==> config.mk <==
export PLATFORM = sky130hd
export DESIGN_NAME = i2c_command_responder_core
export DESIGN_NICKNAME = d
export VERILOG_FILES = /design/src/sv/i2c_cr_pkg.sv /design/src/sv/i2c_cr_ctrl.sv /design/src/sv/i2c_cr_dpath.sv /design/src/sv/i2c_command_responder_core.sv
export SDC_FILE = /design/constraint.sdc
export NUM_CORES = 2
export LEC_CHECK = 0
export CAP_MARGIN = 20
export CORE_MARGIN = 2
export CORE_UTILIZATION = 70
export DETAILED_ROUTE_END_ITERATION = 7
export DONT_BUFFER_PORTS = 1
export PLACE_DENSITY = 0.84
export SYNTH_ARGS = -nofsm -noshare
export SYNTH_HDL_FRONTEND = slang
export SYNTH_HIERARCHICAL = 1
export SYNTH_SLANG_ARGS = --single-unit
==> constraint.sdc <==
create_clock -name clock -period 15.8 [get_ports clock]
set_input_delay 0.79 -clock clock [delete_from_list [all_inputs] [get_ports clock]]
set_output_delay 0.79 -clock clock [all_outputs]
set_load 0.02 [all_outputs]
==> src/sv/i2c_cr_pkg.sv <==
// Shared types, constants and byte functions of the I2C command responder.
package i2c_cr_pkg;

   localparam int RX_DEPTH = 13;
   localparam int RX_IDX_W = $clog2(RX_DEPTH);

   localparam logic [7:0] FILLER_BYTE = 8'h42;

   localparam logic [7:0] OP_STATUS   = 8'h0A;
   localparam logic [7:0] OP_SET_INTV = 8'h0B;
   localparam logic [7:0] OP_GET_INTV = 8'h0C;
   localparam logic [7:0] OP_SET_TIME = 8'h0D;
   localparam logic [7:0] OP_GET_TIME = 8'h0E;
   localparam logic [7:0] OP_NOP      = 8'h0F;
   localparam logic [7:0] OP_ADDR     = 8'h10;
   localparam logic [7:0] OP_DATA     = 8'h11;

   localparam logic [7:0] SUB_INIT   = 8'h00;
   localparam logic [7:0] SUB_XFER   = 8'h01;
   localparam logic [7:0] SUB_RESEND = 8'h02;
   localparam logic [7:0] SUB_STOP   = 8'h03;

   localparam int CSR_ADDR_W = 2;
   localparam logic [CSR_ADDR_W-1:0] CSR_DATA_START = 2'd0;
   localparam logic [CSR_ADDR_W-1:0] CSR_DATA_END   = 2'd1;
   localparam logic [CSR_ADDR_W-1:0] CSR_CRC_EVERY  = 2'd2;

   typedef enum logic [3:0] {
      KIND_NONE, KIND_UNK, KIND_CRCE, KIND_ECHO, KIND_TIME, KIND_STATC, KIND_STATE,
      KIND_STATB, KIND_STATI, KIND_INTV, KIND_ADDR, KIND_BLOCK, KIND_NOMORE, KIND_STOP
   } answer_kind_type;

   typedef enum logic [3:0] {
      ST_IDLE, ST_STEP, ST_FRAME, ST_BLK_CHECK, ST_BLK_MUL, ST_BLK_ADD, ST_BLK_FIT,
      ST_SCAN, ST_MODULO, ST_FINISH
   } ctrl_state_type;

   typedef struct packed {
      logic capture;
      logic step;
      logic frame;
      logic blk_check;
      logic blk_mul;
      logic blk_add;
      logic blk_fit;
      logic scan;
      logic modulo;
      logic finish;
   } ctrl_cmd_type;

   typedef struct packed {
      logic rsp_busy;
      logic step_frame;
      logic step_scan;
      logic frame_block;
      logic frame_scan;
      logic blk_none;
      logic scan_last;
      logic mod_skip;
      logic mod_last;
   } ctrl_status_type;

   function automatic logic [3:0] frame_length(logic [7:0] op);
      logic [3:0] len;
      unique case (op)
         OP_SET_TIME: len = 4'd9;
         OP_GET_TIME, OP_GET_INTV, OP_NOP, OP_ADDR: len = 4'd1;
         OP_STATUS: len = 4'd2;
         OP_SET_INTV: len = 4'd6;
         OP_DATA: len = 4'd12;
         default: len = 4'd0;
      endcase
      return len;
   endfunction

   // XOR of the counting payload 0, 1, 2 ... m-1 taken modulo 256
   function automatic logic [7:0] xor_count(logic [15:0] m);
      logic [7:0] k;
      logic [7:0] r;
      k = m[7:0] - 8'd1;
      case (k[1:0])
         2'd0: r = k;
         2'd1: r = 8'd1;
         2'd2: r = k + 8'd1;
         default: r = 8'd0;
      endcase
      if (m[7:0] == 8'd0) r = 8'd0;
      return r;
   endfunction

   // Byte at a position of an answer body, check byte excluded
   function automatic logic [7:0] body_byte(answer_kind_type kind, logic [16:0] pos,
                                            logic [63:0] stime, logic [2:0][31:0] intv,
                                            logic [3:0][31:0] flds);
      logic [16:0] i;
      logic [16:0] j;
      logic [16:0] e;
      logic [7:0]  r;
      i = pos - 17'd2;
      j = pos - 17'd1;
      e = i - 17'd12;
      r = 8'h00;
      case (kind) inside
         KIND_UNK:  r = (pos == 17'd0) ? 8'hFF : 8'h00;
         KIND_CRCE: r = (pos == 17'd0) ? 8'hFF : 8'h01;
         KIND_TIME: r = (pos == 17'd0) ? 8'h0E : 8'(stime >> {j[2:0], 3'b000});
         KIND_STATC, KIND_STATE, KIND_STATB, KIND_STATI: begin
            if (pos == 17'd0) r = 8'h0A;
            else if (pos == 17'd1) begin
               if (kind == KIND_STATI) r = 8'hFF;
               else if (kind == KIND_STATC) r = 8'h01;
               else if (kind == KIND_STATE) r = 8'h02;
               else r = 8'h03;
            end else if (kind == KIND_STATC) r = 8'h20 + {4'h0, i[3:0]};
            else if (kind == KIND_STATE) r = 8'h80 + {2'b00, i[5:0]};
            else if (i < 17'd12) r = 8'h20 + i[7:0];
            else r = 8'h80 + {2'b00, e[5:0]};
         end
         KIND_INTV: begin
            if (pos == 17'd0) r = 8'h0C;
            else if (j >= 17'd12) r = 8'h00;
            else r = 8'(intv[j[3:2]] >> {j[1:0], 3'b000});
         end
         KIND_ADDR: begin
            if (pos == 17'd0) r = 8'h10;
            else if (pos == 17'd1) r = 8'h00;
            else if (i >= 17'd8) r = 8'h00;
            else r = 8'(flds[i[3:2]] >> {i[1:0], 3'b000});
         end
         KIND_BLOCK: begin
            if (pos == 17'd0) r = 8'h11;
            else if (pos == 17'd1) r = 8'h01;
            else if (pos < 17'd16) r = 8'(flds[i[3:2]] >> {i[1:0], 3'b000});
            else r = pos[7:0] - 8'd16;
         end
         KIND_NOMORE: r = (pos == 17'd0) ? 8'h11 : 8'h16;
         KIND_STOP:   r = (pos == 17'd0) ? 8'h11 : 8'h03;
         default:     r = 8'h00;
      endcase
      return r;
   endfunction

endpackage

==> src/sv/i2c_cr_ctrl.sv <==
// Sequencing state machine of the I2C command responder.
module i2c_cr_ctrl (
   input  logic                      clock,
   input  logic                      reset,
   input  logic                      req_tvalid,
   output logic                      req_tready,
   input  i2c_cr_pkg::ctrl_status_type status,
   output i2c_cr_pkg::ctrl_cmd_type    cmd
);

   i2c_cr_pkg::ctrl_state_type state_ff, state_in;

   always_ff @(posedge clock) begin
      if (reset) begin
         state_ff <= i2c_cr_pkg::ST_IDLE;
      end else begin
         state_ff <= state_in;
      end
   end

   always_comb begin
      state_in = state_ff;
      unique case (state_ff)
         i2c_cr_pkg::ST_IDLE:
            if (req_tvalid && !status.rsp_busy) state_in = i2c_cr_pkg::ST_STEP;
         i2c_cr_pkg::ST_STEP: begin
            if (status.step_frame) state_in = i2c_cr_pkg::ST_FRAME;
            else if (status.step_scan) state_in = i2c_cr_pkg::ST_SCAN;
            else state_in = i2c_cr_pkg::ST_IDLE;
         end
         i2c_cr_pkg::ST_FRAME: begin
            if (status.frame_block) state_in = i2c_cr_pkg::ST_BLK_CHECK;
            else if (status.frame_scan) state_in = i2c_cr_pkg::ST_SCAN;
            else state_in = i2c_cr_pkg::ST_IDLE;
         end
         i2c_cr_pkg::ST_BLK_CHECK:
            state_in = status.blk_none ? i2c_cr_pkg::ST_SCAN : i2c_cr_pkg::ST_BLK_MUL;
         i2c_cr_pkg::ST_BLK_MUL: state_in = i2c_cr_pkg::ST_BLK_ADD;
         i2c_cr_pkg::ST_BLK_ADD: state_in = i2c_cr_pkg::ST_BLK_FIT;
         i2c_cr_pkg::ST_BLK_FIT: state_in = i2c_cr_pkg::ST_SCAN;
         i2c_cr_pkg::ST_SCAN:
            if (status.scan_last)
               state_in = status.mod_skip ? i2c_cr_pkg::ST_FINISH : i2c_cr_pkg::ST_MODULO;
         i2c_cr_pkg::ST_MODULO:
            if (status.mod_last) state_in = i2c_cr_pkg::ST_FINISH;
         i2c_cr_pkg::ST_FINISH: state_in = i2c_cr_pkg::ST_IDLE;
         default: state_in = i2c_cr_pkg::ST_IDLE;
      endcase
   end

   always_comb begin
      cmd = '0;
      req_tready = 1'b0;
      unique case (state_ff)
         i2c_cr_pkg::ST_IDLE: begin
            req_tready = !status.rsp_busy;
            cmd.capture = req_tvalid && !status.rsp_busy;
         end
         i2c_cr_pkg::ST_STEP:      cmd.step = 1'b1;
         i2c_cr_pkg::ST_FRAME:     cmd.frame = 1'b1;
         i2c_cr_pkg::ST_BLK_CHECK: cmd.blk_check = 1'b1;
         i2c_cr_pkg::ST_BLK_MUL:   cmd.blk_mul = 1'b1;
         i2c_cr_pkg::ST_BLK_ADD:   cmd.blk_add = 1'b1;
         i2c_cr_pkg::ST_BLK_FIT:   cmd.blk_fit = 1'b1;
         i2c_cr_pkg::ST_SCAN:      cmd.scan = 1'b1;
         i2c_cr_pkg::ST_MODULO:    cmd.modulo = 1'b1;
         i2c_cr_pkg::ST_FINISH:    cmd.finish = 1'b1;
         default: cmd = '0;
      endcase
   end

endmodule

==> src/sv/i2c_cr_dpath.sv <==
// Receive buffer, answer state, block arithmetic and checksum datapath.
module i2c_cr_dpath (
   input  logic                                 clock,
   input  logic                                 reset,
   input  i2c_cr_pkg::ctrl_cmd_type             cmd,
   output i2c_cr_pkg::ctrl_status_type          status,
   input  logic [1:0]                           req_tuser,
   input  logic [7:0]                           req_tdata,
   output logic                                 rsp_tvalid,
   input  logic                                 rsp_tready,
   output logic [7:0]                           rsp_tdata,
   output logic [0:0]                           rsp_tuser,
   input  logic                                 csr_we,
   input  logic [i2c_cr_pkg::CSR_ADDR_W-1:0]    csr_addr,
   input  logic [31:0]                          csr_wdata
);

   localparam int RXD = i2c_cr_pkg::RX_DEPTH;
   localparam int RXW = i2c_cr_pkg::RX_IDX_W;

   // configuration
   logic [31:0] data_start_ff, data_start_in;
   logic [31:0] data_end_ff, data_end_in;
   logic [7:0]  crc_every_ff, crc_every_in;

   // captured item
   logic       func_ff, func_in;
   logic       first_ff, first_in;
   logic [7:0] byte_ff, byte_in;

   // receive framing
   logic [7:0]  rx_ff [RXD];
   logic [7:0]  rx_in [RXD];
   logic [7:0]  rx_check_ff, rx_check_in;
   logic [3:0]  rx_count_ff, rx_count_in;
   logic [3:0]  exp_len_ff, exp_len_in;

   // architectural state
   logic [63:0]       sync_time_ff, sync_time_in;
   logic [2:0][31:0]  intv_ff, intv_in;
   logic [31:0]       blocks_left_ff, blocks_left_in;
   logic [31:0]       blocks_asked_ff, blocks_asked_in;
   logic [15:0]       block_bytes_ff, block_bytes_in;
   logic [15:0]       answer_count_ff, answer_count_in;
   i2c_cr_pkg::answer_kind_type kind_ff, kind_in;
   logic [16:0]       pos_ff, pos_in;
   logic [16:0]       left_ff, left_in;
   logic [7:0]        check_ff, check_in;
   logic [3:0][31:0]  flds_ff, flds_in;

   // block arithmetic and checksum work registers
   logic [31:0] nr_ff, nr_in;
   logic [31:0] prod_ff, prod_in;
   logic [31:0] start_ff, start_in;
   logic [5:0]  scan_pos_ff, scan_pos_in;
   logic [5:0]  scan_end_ff, scan_end_in;
   logic [7:0]  scan_check_ff, scan_check_in;
   logic        counted_ff, counted_in;
   logic [7:0]  mod_rem_ff, mod_rem_in;
   logic [3:0]  mod_cnt_ff, mod_cnt_in;

   // result register
   logic       rsp_valid_ff, rsp_valid_in;
   logic [7:0] rsp_data_ff, rsp_data_in;
   logic       rsp_user_ff, rsp_user_in;

   // combinational helpers
   logic [RXW-1:0] idx;
   logic [7:0]     rx0_now;
   logic [3:0]     new_exp;
   logic           frame_end;
   logic           check_ok;
   logic [3:0]     first_len;
   logic [16:0]    body_pos;
   logic [7:0]     body_b;
   logic [7:0]     echo_b;
   logic [7:0]     op;
   logic [7:0]     sub;

   i2c_cr_pkg::answer_kind_type fr_kind;
   logic [16:0] fr_len;
   logic        fr_counted;
   logic        fr_start;

   i2c_cr_pkg::answer_kind_type ans_kind;
   logic [16:0] ans_len;
   logic        ans_counted;
   logic        ans_start;

   logic [31:0] end_raw;
   logic [31:0] n_clip;
   logic [8:0]  mod_try;

   always_comb begin
      idx = (rx_count_ff >= 4'(RXD - 1)) ? RXW'(RXD - 1) : RXW'(rx_count_ff);
      rx0_now = (idx == '0) ? byte_ff : rx_ff[0];
      new_exp = (rx0_now == i2c_cr_pkg::OP_DATA && idx == RXW'(1) && byte_ff != 8'h00)
                ? 4'd2 : exp_len_ff;
      frame_end = (new_exp != 4'd0) && (4'(idx) >= new_exp);
      check_ok = (rx_check_ff == byte_ff);
      first_len = i2c_cr_pkg::frame_length(byte_ff);
      body_pos = cmd.scan ? {11'd0, scan_pos_ff} : pos_ff;
      body_b = i2c_cr_pkg::body_byte(kind_ff, body_pos, sync_time_ff, intv_ff, flds_ff);
      echo_b = (pos_ff < 17'(RXD)) ? rx_ff[pos_ff[RXW-1:0]] : 8'h00;
      op = rx_ff[0];
      sub = rx_ff[1];
      end_raw = start_ff + {16'd0, block_bytes_ff} - 32'd1;
      n_clip = data_end_ff - start_ff + 32'd1;
      mod_try = {mod_rem_ff, answer_count_ff[mod_cnt_ff]};
   end

   // decode of a completed frame
   always_comb begin
      fr_kind = i2c_cr_pkg::KIND_NONE;
      fr_len = 17'd0;
      fr_counted = 1'b0;
      fr_start = 1'b1;
      unique case (op)
         i2c_cr_pkg::OP_SET_TIME: begin
            fr_kind = i2c_cr_pkg::KIND_ECHO;
            fr_len = 17'd10;
         end
         i2c_cr_pkg::OP_GET_TIME: begin
            fr_kind = i2c_cr_pkg::KIND_TIME;
            fr_len = 17'd10;
         end
         i2c_cr_pkg::OP_STATUS: begin
            fr_counted = 1'b1;
            if (sub == 8'd1) begin
               fr_kind = i2c_cr_pkg::KIND_STATC;
               fr_len = 17'd15;
            end else if (sub == 8'd2) begin
               fr_kind = i2c_cr_pkg::KIND_STATE;
               fr_len = 17'd33;
            end else if (sub == 8'd3) begin
               fr_kind = i2c_cr_pkg::KIND_STATB;
               fr_len = 17'd45;
            end else begin
               fr_kind = i2c_cr_pkg::KIND_STATI;
               fr_len = 17'd3;
            end
         end
         i2c_cr_pkg::OP_GET_INTV: begin
            fr_kind = i2c_cr_pkg::KIND_INTV;
            fr_len = 17'd14;
            fr_counted = 1'b1;
         end
         i2c_cr_pkg::OP_SET_INTV: begin
            fr_kind = i2c_cr_pkg::KIND_ECHO;
            fr_len = 17'd7;
         end
         i2c_cr_pkg::OP_ADDR: begin
            fr_kind = i2c_cr_pkg::KIND_ADDR;
            fr_len = 17'd11;
            fr_counted = 1'b1;
         end
         i2c_cr_pkg::OP_DATA: begin
            if (sub == i2c_cr_pkg::SUB_INIT) begin
               fr_kind = i2c_cr_pkg::KIND_ECHO;
               fr_len = 17'd13;
            end else if (sub == i2c_cr_pkg::SUB_XFER || sub == i2c_cr_pkg::SUB_RESEND) begin
               fr_start = 1'b0;
            end else if (sub == i2c_cr_pkg::SUB_STOP) begin
               fr_kind = i2c_cr_pkg::KIND_STOP;
               fr_len = 17'd3;
               fr_counted = 1'b1;
            end
         end
         default: fr_kind = i2c_cr_pkg::KIND_NONE;
      endcase
   end

   always_comb begin
      status.rsp_busy = rsp_valid_ff;
      status.step_frame = !func_ff && !first_ff && frame_end && check_ok;
      status.step_scan = !func_ff && (first_ff ? (first_len == 4'd0) : (frame_end && !check_ok));
      status.frame_block = !fr_start;
      status.frame_scan = fr_start && fr_kind != i2c_cr_pkg::KIND_ECHO
                          && fr_kind != i2c_cr_pkg::KIND_NONE;
      status.blk_none = (blocks_left_ff == 32'd0);
      status.scan_last = (scan_pos_ff == scan_end_ff);
      status.mod_skip = !counted_ff || crc_every_ff == 8'd0;
      status.mod_last = (mod_cnt_ff == 4'd0);
   end

   always_comb begin
      data_start_in = data_start_ff;
      data_end_in = data_end_ff;
      crc_every_in = crc_every_ff;
      func_in = func_ff;
      first_in = first_ff;
      byte_in = byte_ff;
      rx_in = rx_ff;
      rx_check_in = rx_check_ff;
      rx_count_in = rx_count_ff;
      exp_len_in = exp_len_ff;
      sync_time_in = sync_time_ff;
      intv_in = intv_ff;
      blocks_left_in = blocks_left_ff;
      blocks_asked_in = blocks_asked_ff;
      block_bytes_in = block_bytes_ff;
      answer_count_in = answer_count_ff;
      kind_in = kind_ff;
      pos_in = pos_ff;
      left_in = left_ff;
      check_in = check_ff;
      flds_in = flds_ff;
      nr_in = nr_ff;
      prod_in = prod_ff;
      start_in = start_ff;
      scan_pos_in = scan_pos_ff;
      scan_end_in = scan_end_ff;
      scan_check_in = scan_check_ff;
      counted_in = counted_ff;
      mod_rem_in = mod_rem_ff;
      mod_cnt_in = mod_cnt_ff;
      rsp_valid_in = rsp_valid_ff;
      rsp_data_in = rsp_data_ff;
      rsp_user_in = rsp_user_ff;
      ans_start = 1'b0;
      ans_kind = i2c_cr_pkg::KIND_NONE;
      ans_len = 17'd0;
      ans_counted = 1'b0;

      if (csr_we) begin
         unique case (csr_addr)
            i2c_cr_pkg::CSR_DATA_START: data_start_in = csr_wdata;
            i2c_cr_pkg::CSR_DATA_END:   data_end_in = csr_wdata;
            i2c_cr_pkg::CSR_CRC_EVERY:  crc_every_in = csr_wdata[7:0];
            default: crc_every_in = crc_every_ff;
         endcase
      end

      if (rsp_valid_ff && rsp_tready) rsp_valid_in = 1'b0;

      if (cmd.capture) begin
         func_in = req_tuser[0];
         first_in = req_tuser[1];
         byte_in = req_tdata;
      end

      if (cmd.step) begin
         if (func_ff) begin
            rsp_valid_in = 1'b1;
            if (left_ff != 17'd0) begin
               rsp_user_in = 1'b1;
               if (kind_ff == i2c_cr_pkg::KIND_ECHO) rsp_data_in = echo_b;
               else if (left_ff == 17'd1) rsp_data_in = check_ff;
               else rsp_data_in = body_b;
               pos_in = pos_ff + 17'd1;
               left_in = left_ff - 17'd1;
               if (left_ff == 17'd1) kind_in = i2c_cr_pkg::KIND_NONE;
            end else begin
               rsp_user_in = 1'b0;
               rsp_data_in = i2c_cr_pkg::FILLER_BYTE;
            end
         end else if (first_ff) begin
            rx_in[0] = byte_ff;
            rx_count_in = 4'd1;
            exp_len_in = first_len;
            if (first_len == 4'd0) begin
               ans_start = 1'b1;
               ans_kind = i2c_cr_pkg::KIND_UNK;
               ans_len = 17'd3;
            end else begin
               rx_check_in = byte_ff;
            end
         end else begin
            rx_in[idx] = byte_ff;
            exp_len_in = new_exp;
            if (frame_end) begin
               if (!check_ok) begin
                  ans_start = 1'b1;
                  ans_kind = i2c_cr_pkg::KIND_CRCE;
                  ans_len = 17'd3;
               end
            end else begin
               rx_check_in = rx_check_ff ^ byte_ff;
               if (rx_count_ff < 4'(RXD - 1)) rx_count_in = rx_count_ff + 4'd1;
            end
         end
      end

      if (cmd.frame) begin
         ans_start = fr_start;
         ans_kind = fr_kind;
         ans_len = fr_len;
         ans_counted = fr_counted;
         if (op == i2c_cr_pkg::OP_SET_TIME) begin
            sync_time_in = {rx_ff[8], rx_ff[7], rx_ff[6], rx_ff[5],
                            rx_ff[4], rx_ff[3], rx_ff[2], rx_ff[1]};
         end
         if (op == i2c_cr_pkg::OP_SET_INTV && sub >= 8'd1 && sub <= 8'd3) begin
            intv_in[2'(sub - 8'd1)] = {rx_ff[5], rx_ff[4], rx_ff[3], rx_ff[2]};
         end
         if (op == i2c_cr_pkg::OP_ADDR) begin
            flds_in[0] = data_start_ff;
            flds_in[1] = data_end_ff;
         end
         if (op == i2c_cr_pkg::OP_DATA && sub == i2c_cr_pkg::SUB_INIT) begin
            blocks_left_in = {rx_ff[11], rx_ff[10], rx_ff[9], rx_ff[8]};
            blocks_asked_in = {rx_ff[11], rx_ff[10], rx_ff[9], rx_ff[8]};
            block_bytes_in = {rx_ff[3], rx_ff[2]};
         end
         if (op == i2c_cr_pkg::OP_DATA && sub == i2c_cr_pkg::SUB_RESEND) begin
            blocks_left_in = blocks_left_ff + 32'd1;
         end
      end

      if (cmd.blk_check) begin
         if (blocks_left_ff == 32'd0) begin
            ans_start = 1'b1;
            ans_kind = i2c_cr_pkg::KIND_NOMORE;
            ans_len = 17'd3;
            ans_counted = 1'b1;
         end
         nr_in = blocks_asked_ff - blocks_left_ff;
      end

      if (cmd.blk_mul) prod_in = 32'(nr_ff * block_bytes_ff);

      if (cmd.blk_add) start_in = prod_ff + data_start_ff;

      if (cmd.blk_fit) begin
         ans_start = 1'b1;
         ans_counted = 1'b1;
         if (start_ff > data_end_ff) begin
            ans_kind = i2c_cr_pkg::KIND_NOMORE;
            ans_len = 17'd3;
         end else begin
            ans_kind = i2c_cr_pkg::KIND_BLOCK;
            blocks_left_in = blocks_left_ff - 32'd1;
            flds_in[0] = start_ff;
            flds_in[2] = nr_ff;
            if (end_raw > data_end_ff) begin
               flds_in[1] = data_end_ff;
               flds_in[3] = {16'd0, n_clip[15:0]};
               ans_len = 17'(n_clip[15:0]) + 17'd17;
            end else begin
               flds_in[1] = end_raw;
               flds_in[3] = {16'd0, block_bytes_ff};
               ans_len = 17'(block_bytes_ff) + 17'd17;
            end
         end
      end

      // open a new answer, replacing any pending one
      if (ans_start) begin
         kind_in = ans_kind;
         pos_in = 17'd0;
         left_in = ans_len;
         check_in = 8'h00;
         scan_pos_in = 6'd0;
         scan_end_in = (ans_kind == i2c_cr_pkg::KIND_BLOCK) ? 6'd15 : 6'(ans_len - 17'd2);
         scan_check_in = 8'h00;
         counted_in = ans_counted;
         mod_rem_in = 8'h00;
         mod_cnt_in = 4'd15;
         if (ans_counted) answer_count_in = answer_count_ff + 16'd1;
      end

      // one header byte per cycle into the check
      if (cmd.scan) begin
         scan_check_in = scan_check_ff ^ body_b;
         if (status.scan_last && kind_ff == i2c_cr_pkg::KIND_BLOCK)
            scan_check_in = scan_check_ff ^ body_b ^ i2c_cr_pkg::xor_count(flds_ff[3][15:0]);
         scan_pos_in = scan_pos_ff + 6'd1;
      end

      // restoring remainder of the answer count, one bit per cycle
      if (cmd.modulo) begin
         if (mod_try >= {1'b0, crc_every_ff}) mod_rem_in = 8'(mod_try - {1'b0, crc_every_ff});
         else mod_rem_in = mod_try[7:0];
         mod_cnt_in = mod_cnt_ff - 4'd1;
      end

      if (cmd.finish) begin
         check_in = scan_check_ff;
         if (counted_ff && crc_every_ff != 8'd0 && mod_rem_ff == 8'd0)
            check_in = scan_check_ff + 8'd1;
      end
   end

   always_ff @(posedge clock) begin
      if (reset) begin
         data_start_ff <= 32'd4000;
         data_end_ff <= 32'd4500;
         crc_every_ff <= 8'd0;
         rx_check_ff <= 8'd0;
         rx_count_ff <= 4'd0;
         exp_len_ff <= 4'd0;
         sync_time_ff <= 64'd0;
         intv_ff <= {32'd10042, 32'd1000, 32'd100};
         blocks_left_ff <= 32'd0;
         blocks_asked_ff <= 32'd0;
         block_bytes_ff <= 16'd0;
         answer_count_ff <= 16'd0;
         kind_ff <= i2c_cr_pkg::KIND_NONE;
         pos_ff <= 17'd0;
         left_ff <= 17'd0;
         check_ff <= 8'd0;
         flds_ff <= '0;
         rsp_valid_ff <= 1'b0;
      end else begin
         data_start_ff <= data_start_in;
         data_end_ff <= data_end_in;
         crc_every_ff <= crc_every_in;
         rx_check_ff <= rx_check_in;
         rx_count_ff <= rx_count_in;
         exp_len_ff <= exp_len_in;
         sync_time_ff <= sync_time_in;
         intv_ff <= intv_in;
         blocks_left_ff <= blocks_left_in;
         blocks_asked_ff <= blocks_asked_in;
         block_bytes_ff <= block_bytes_in;
         answer_count_ff <= answer_count_in;
         kind_ff <= kind_in;
         pos_ff <= pos_in;
         left_ff <= left_in;
         check_ff <= check_in;
         flds_ff <= flds_in;
         rsp_valid_ff <= rsp_valid_in;
      end
   end

   always_ff @(posedge clock) begin
      func_ff <= func_in;
      first_ff <= first_in;
      byte_ff <= byte_in;
      rx_ff <= rx_in;
      nr_ff <= nr_in;
      prod_ff <= prod_in;
      start_ff <= start_in;
      scan_pos_ff <= scan_pos_in;
      scan_end_ff <= scan_end_in;
      scan_check_ff <= scan_check_in;
      counted_ff <= counted_in;
      mod_rem_ff <= mod_rem_in;
      mod_cnt_ff <= mod_cnt_in;
      rsp_data_ff <= rsp_data_in;
      rsp_user_ff <= rsp_user_in;
   end

   assign rsp_tvalid = rsp_valid_ff;
   assign rsp_tdata = rsp_data_ff;
   assign rsp_tuser = rsp_user_ff;

endmodule

==> src/sv/i2c_command_responder_core.sv <==
// Top level of the I2C command responder: controller plus datapath.
// A read request is captured on acceptance and its byte is registered in the step state; the next
// transfer is taken only after the byte leaves. A written byte is taken in the step state.
// A byte that closes a frame goes on through more steps: one header byte per cycle into the check
// (44 at most), 16 remainder steps for checksum corruption, and four more for a data block.
// Synchronous reset, active high, restores register defaults and drops any pending answer.
module i2c_command_responder_core (
   input  logic                               clock,
   input  logic                               reset,
   // written bytes and read requests
   input  logic                               req_tvalid,
   output logic                               req_tready,
   input  logic [7:0]                         req_tdata,  // [7:0] wr_data
   input  logic [1:0]                         req_tuser,  // [0] func, [1] first_byte
   // bytes returned for read requests
   output logic                               rsp_tvalid,
   input  logic                               rsp_tready,
   output logic [7:0]                         rsp_tdata,  // [7:0] read_data
   output logic [0:0]                         rsp_tuser,  // [0] from_answer
   // register writes
   input  logic                               csr_we,
   input  logic [i2c_cr_pkg::CSR_ADDR_W-1:0]  csr_addr,
   input  logic [31:0]                        csr_wdata
);

   // command and status between the sequencer and the datapath
   i2c_cr_pkg::ctrl_cmd_type    cmd;
   i2c_cr_pkg::ctrl_status_type status;

   // sequencer: hold the input while a byte is worked on or a result transfer is still pending
   i2c_cr_ctrl u_ctrl (
      .clock      (clock),
      .reset      (reset),
      .req_tvalid (req_tvalid),
      .req_tready (req_tready),
      .status     (status),
      .cmd        (cmd)
   );

   // datapath: frame bytes, build answers, advance the read pointer
   i2c_cr_dpath u_dpath (
      .clock      (clock),
      .reset      (reset),
      .cmd        (cmd),
      .status     (status),
      .req_tuser  (req_tuser),
      .req_tdata  (req_tdata),
      .rsp_tvalid (rsp_tvalid),
      .rsp_tready (rsp_tready),
      .rsp_tdata  (rsp_tdata),
      .rsp_tuser  (rsp_tuser),
      .csr_we     (csr_we),
      .csr_addr   (csr_addr),
      .csr_wdata  (csr_wdata)
   );

endmodule

## Yosys cells after proc, flatten, opt, wreduce, memory -nomap -nowiden

Memory sizes are Yosys's and may differ from the RTL's. A register that Yosys moved wholly into a read port is not among the register bits.
Index checks and enable logic that the tools add are counted.
W data, S select, Z words.

| storage, ports and cells | value |
|---|---|
| register bits after elaboration | 759 |
| latch bits | 0 |
| memory bits (writable) | 0 |
| bits in read-only memories | 128 |
| input port bits | 49 |
| output and inout port bits | 11 |
| word-level logic and storage cells | 421 |
| memories | 1 |

Memory list:

| name | depth | width | read ports | clocked after memory_dff | wr ports | RTL line | text |
|---|---|---|---|---|---|---|---|
| (no name shown) | 32 | 4 | 1 | 1 | 0 | i2c_cr_pkg.sv:65 | `unique case (op)` |

| cells by class | value |
|---|---|
| $add $sub $neg | 30 |
| multiply operators | 1 |
| div/mod/pow operators | 0 |
| order comparisons | 21 |
| eq/ne operators | 49 |
| shifts and indexed selects | 3 |
| multiplexer cells | 181 |
| bitwise gates (word level) | 8 |
| reductions and logical operators | 76 |

Operators by type and width:

| kind | count |
|---|---|
| $mux W8 | 48 |
| $mux W17 | 19 |
| $mux W32 | 9 |
| $mux W64 | 4 |
| $mux W4 | 33 |
| $bmux W32 S2 | 2 |
| $bwmux W104 | 1 |
| $pmux W17 S6 | 1 |
| $bwmux W96 | 1 |
| $demux W32 S2 | 1 |
| $gt A32 B32 Y1 | 2 |
| $shr A32 B5 Y8 | 2 |
| $shr A64 B6 Y8 | 1 |
| $sub A32 B1 Y32 const B | 2 |
| $eq A8 B4 Y1 const B | 5 |
| $mux W1 | 40 |
| $eq A4 B4 Y1 const B | 9 |
| $pmux W4 S9 | 1 |
| $add A16 B5 Y17 const B | 2 |
| $eq A17 B1 Y1 const B | 2 |
| $ge A17 B4 Y1 const B | 2 |
| $lt A17 B4 Y1 const B | 2 |
| $sub A17 B1 Y17 const B | 2 |
| $add A16 B1 Y16 const B | 2 |
| 79 further kinds | 176 |

## Depth between registers and ports, before layout

| depth | value |
|---|---|
| depth after elaboration | 21 |
| mapped depth | 31 |
| mapped depth without buffers | 29 |

## Cells and area by module

The synthesis kept the hierarchy.

Modules (own cells, without submodules):

| module | times used | cells an instance | area each (µm²) | seq. area each (µm²) |
|---|---|---|---|---|
| i2c_cr_dpath | 1 | 6233 | 54469.7 | 17717.0 |
| i2c_cr_ctrl | 1 | 55 | 377.9 | 80.1 |

## Least setup slack after synthesis

OpenSTA, ideal clock, no wires.

| timing path | value |
|---|---|
| path kind | flip-flop to flip-flop |
| from | register u_dpath.block_bytes_ff[1] |
| to | register u_dpath.prod_ff[31], data pin |
| library setup time | 0.259 ns |
| arrival time | 6.076 ns |
| data required time | 15.541 ns |
| path slack | 9.464 ns |
| stages on the path, launching flop included | 26 |
| buffers on the path | 2 |
| period minus slack after synthesis | 6.336 ns |
| path through | dfxtp_1 -> clkbuf_1 -> clkbuf_1 -> nand2_1 -> fa_1 -> inv_1 -> fa_1 -> inv_1 -> fa_1 -> inv_1 -> fa_1 -> inv_1 -> fa_1 -> inv_1 -> fa_1 -> ha_1 -> a21o_1 -> a21o_1 -> a21oi_1 -> o21a_1 -> o311ai_0 -> o2111a_1 -> a311oi_1 -> o21ai_0 -> a21oi_1 -> xnor2_1 |

| between the ends | value |
|---|---|
| longest elaborated chain between the ends | 1 |

Ends and longest elaborated chain:

| what | RTL line | text |
|---|---|---|
| start: declaration | i2c_cr_dpath.sv:43 | `logic [15:0] block_bytes_ff, block_bytes_in;` |
| start signal: assignment | i2c_cr_dpath.sv:415 | `block_bytes_ff <= block_bytes_in;` |
| $mul A32 B16 Y32 | i2c_cr_dpath.sv:320 | `if (cmd.blk_mul) prod_in = 32'(nr_ff * block_bytes_ff);` |
| end signal: assignment | i2c_cr_dpath.sv:432 | `prod_ff <= prod_in;` |
| end: declaration | i2c_cr_dpath.sv:53 | `logic [31:0] prod_ff, prod_in;` |

Every way passes these cells.
A chain may end at the register's enable or synchronous reset.

## Worst setup path after layout

| timing path | value |
|---|---|
| from | register u_dpath.block_bytes_ff[1] |
| to | register u_dpath.left_ff[12] |

| between the ends | value |
|---|---|
| longest elaborated chain between the ends | 7 |
| elaborated cells on any way between the ends | 8 |
| those cells by class | add/sub: 3; order compare: 1; mux: 4 |

Ends and longest elaborated chain:

| what | RTL line | text |
|---|---|---|
| $add A32 B16 Y32 | i2c_cr_dpath.sv:107 | `end_raw = start_ff + {16'd0, block_bytes_ff} - 32'd1;` |
| $sub A32 B1 Y32 | i2c_cr_dpath.sv:107 |  |
| $gt A32 B32 Y1 | i2c_cr_dpath.sv:335 | `if (end_raw > data_end_ff) begin` |
| $mux W17 (*) | i2c_cr_dpath.sv:335 |  |
| $mux W17 (*) | i2c_cr_dpath.sv:327 | `if (start_ff > data_end_ff) begin` |
| $mux W17 (*) | i2c_cr_dpath.sv:324 | `if (cmd.blk_fit) begin` |
| $mux W17 (*) | i2c_cr_dpath.sv:348 | `if (ans_start) begin` |
| end signal: assignment | i2c_cr_dpath.sv:419 | `left_ff <= left_in;` |
| end: declaration | i2c_cr_dpath.sv:47 | `logic [16:0] left_ff, left_in;` |

Every way passes the cells marked *; elsewhere a longest branch is shown, timed or not.

==> flow_summary.toml <==
[outcome]
outcome = "complete, but fails checks"
violations = "design-rule violations"

[die]
fp-row-count = 102
core_area_um2 = 77500
io_pins = 60
dieArea_um2 = 80600
die_w_um = 284
start_util_pct = 70.8
die_h_um = 284

[drt]
wl_um = 166000
viasPerCell = 6.58
wire_per_inst_um = 23.1
first_pass_iters = 8
num_vias = 47400
drc = 1
antenna_left = 0
drt_iter0_markers = 5591

[hold_path]
hp-start = "reset"
min_path_type = "in -> reg"

[sta]
rsz0062_at_grt = "no"
worst_pin_slew_ns = 1.09
skew_ns = 0.0273
tns_ns = 0
finalWorstPathRequiredPeriod_ns = 7.49
period_share_pct = 47.4
drv_slew = 0
hold_ws_ns = 0.221
slew_headroom_pct = 26.4
setup_viol = 0
hold_viol = 0
fin_ws_ns = 8.31
fmax_mhz = 134

[critical_path]
cp-startpoint = "u_dpath/block_bytes_ff[1]"
worst_ep_arrival_time_ns = 8.04
cpMaxStageDelayCell = "a222oi_1"
worstSetupStartpointType = "flip-flop"
critical_path.top_delay_family = "compound AO/OA/AOI/OAI gates"
required_ns = 16.35
slowest_delay_ns = 0.70
crit_fanout = 36
critPathKind = "reg -> reg"
cp_num_buf_inv = 3
end_kind = "flip-flop"
r2r_start = "u_dpath/block_bytes_ff[1]"

[clock_network]
insertion_delay_ns = 0.66
cts_tree = "yes"
clock-sinks = 763
cts.htree.levels = 3
clk_pin_slew_ns = 0.06
cts_resized = 0
cts_hold_buf = 0
root_buffer = "clkbuf_16"
cts.path.max_buffers = 3
cts_setup_buffers = 0
cts_buffers = 82

[yosys]
synth_area_per_cell_um2 = 8.72
synth_top_family_by_area = "simple AND/OR/NAND/NOR gates"
ys_warn_count = 6
synth_fp_nets = 6950
synth_cells = 6288
seq_area_frac_synth_pct = 32.4
muxShareOfSynthArea_pct = 5.29
synth_xor_area_share_pct = 4.45
synth-compound-area-share_pct = 14.1
synth-edff-count = 252
ys.flop_type = "dfxtp_1"
synthAdderAreaFrac_pct = 18.2
synth_simple_gate_area_share_pct = 19.3
synth_area_leaders = "dfxtp_1 (19%), edfxtp_1 (14%), fa_1 (11%)"
ys_ff_latch = 763
synth_cell_types = 97
synth_area_um2 = 54800
synth_top_area_share_pct = 18.7
synth-async-reset-ratio_pct = 0
synth_area_leader_cell = "dfxtp_1"

[cells_and_area]
multi_input_area_um2 = 33700
layout_common_cells = "nand2_1 (1103), inv_1 (532), dfxtp_1 (509)"
syn_to_final_growth_pct = 6.15
fin_util_pct = 75.2
nNetsFinal = 6753
final_common_cell = "nand2_1"
regArea_um2 = 17800
diodes = 0
drive_gt1_share_pct = 5.94
fill_cells = 5578

[global_routing]
antenna_found_initial = 4
grt_pass1_vias = 45800
track_usage_pct = 40.8
grt_max_degree = 433
overflow = 0
grt_pass1_wl_um = 258000

[pwr]
power_leakage_nw = 22.4
ir_drop_mv = 0.112
p_per_area_nw_per_um2 = 89.2
total_power_mw = 5.20

[place]
hpwl_um = 119000
gp_congestion = 1.04
port_buffers = 0
dp_slack_ns = 8.55

[run]
maxCapViolations = 0
[final timing paths]
kind,end,slack [ns],cells after the start
setup / recovery,u_dpath/left_ff[12],8.31,25
setup reg to reg,u_dpath/left_ff[12],8.31,25
hold reg to reg,u_dpath/intv_ff[43],0.45,2
hold / removal,u_dpath/sync_time_ff[48],0.22,1
[through the flow]
step / instance area (um^2) / cells
after floorplan: 54800 / 6288
after global placement: 55400 / 7045
after detailed placement: 55400 / 7045
after CTS: 58200 / 7199
after global routing: 58200 / 7201
final: 58200 / 7201
[synth_stat cells (all sizes together) (50+ instances only)]
| cell type | number |
|---|---|
| nand2 | 1103 |
| inv | 534 |
| dfxtp | 511 |
| a21oi | 505 |
| nor2 | 402 |
| fa | 309 |
| ha | 304 |
| clkbuf | 300 |
| edfxtp | 252 |
| and2 | 196 |
| o21ai | 191 |
| xnor2 | 179 |
| nand3 | 137 |
| nor3 | 130 |
| mux2i | 111 |
| xor2 | 99 |
| a211oi | 90 |
| mux4 | 75 |
| a21o | 70 |
| o22ai | 56 |
| buf | 54 |
| nand2b | 50 |
[power breakdown]
group	internal, mW	total [mW]	switching [mW]	leakage (nW)
registers	2.12	2.23	0.108	6.41
clock network	1.18	2.01	0.838	1.37
logic	0.345	0.953	0.608	14.6
total	3.64	5.20	1.55	22.4
[registers in the layout, summed over array words and instances (netlist names), 17 cells and up, named ones only]
register	count
u_dpath/pos_ff	17
u_dpath/intv_ff	96
u_dpath/flds_ff	112
u_dpath/nr_ff	32
u_dpath/prod_ff	32
u_dpath/data_start_ff	32
u_dpath/blocks_asked_ff	32
u_dpath/data_end_ff	32
u_dpath/sync_time_ff	64
u_dpath/blocks_left_ff	32
u_dpath/rx_ff	88
u_dpath/left_ff	17
u_dpath/start_ff	32
[routing by layer]
layer | vias up | share of wire (%) | global-route usage (%)
met5 | - | 0.024 | 0
met2 | 2996 | 44 | 63.0
li1 | 21100 | - | -
met3 | 621 | 13 | 9.76
met4 | 6 | 5.7 | 19.4
met1 | 22700 | 37 | 54.2
[area by class of cell]
| class | count | area share (%) |
|---|---|---|
| Sequential cell | 763 | 30.6 |
| Inverter | 535 | 3.45 |
| Clock buffer | 117 | 4.10 |
| Tap cell | 1040 | 2.23 |
| Multi-Input combinational cell | 4636 | 58.0 |
| Clock inverter | 37 | 0.726 |
| Timing Repair Buffer | 73 | 0.954 |
[cells by family after synthesis]
family          Yosys count
flops                   763
simple gates           2312
fa+ha+maj               613
xor+xnor                278
mux                     194
buf+inv                 889
compound gates         1239
Note: power is estimated with default switching activity, not from simulation.
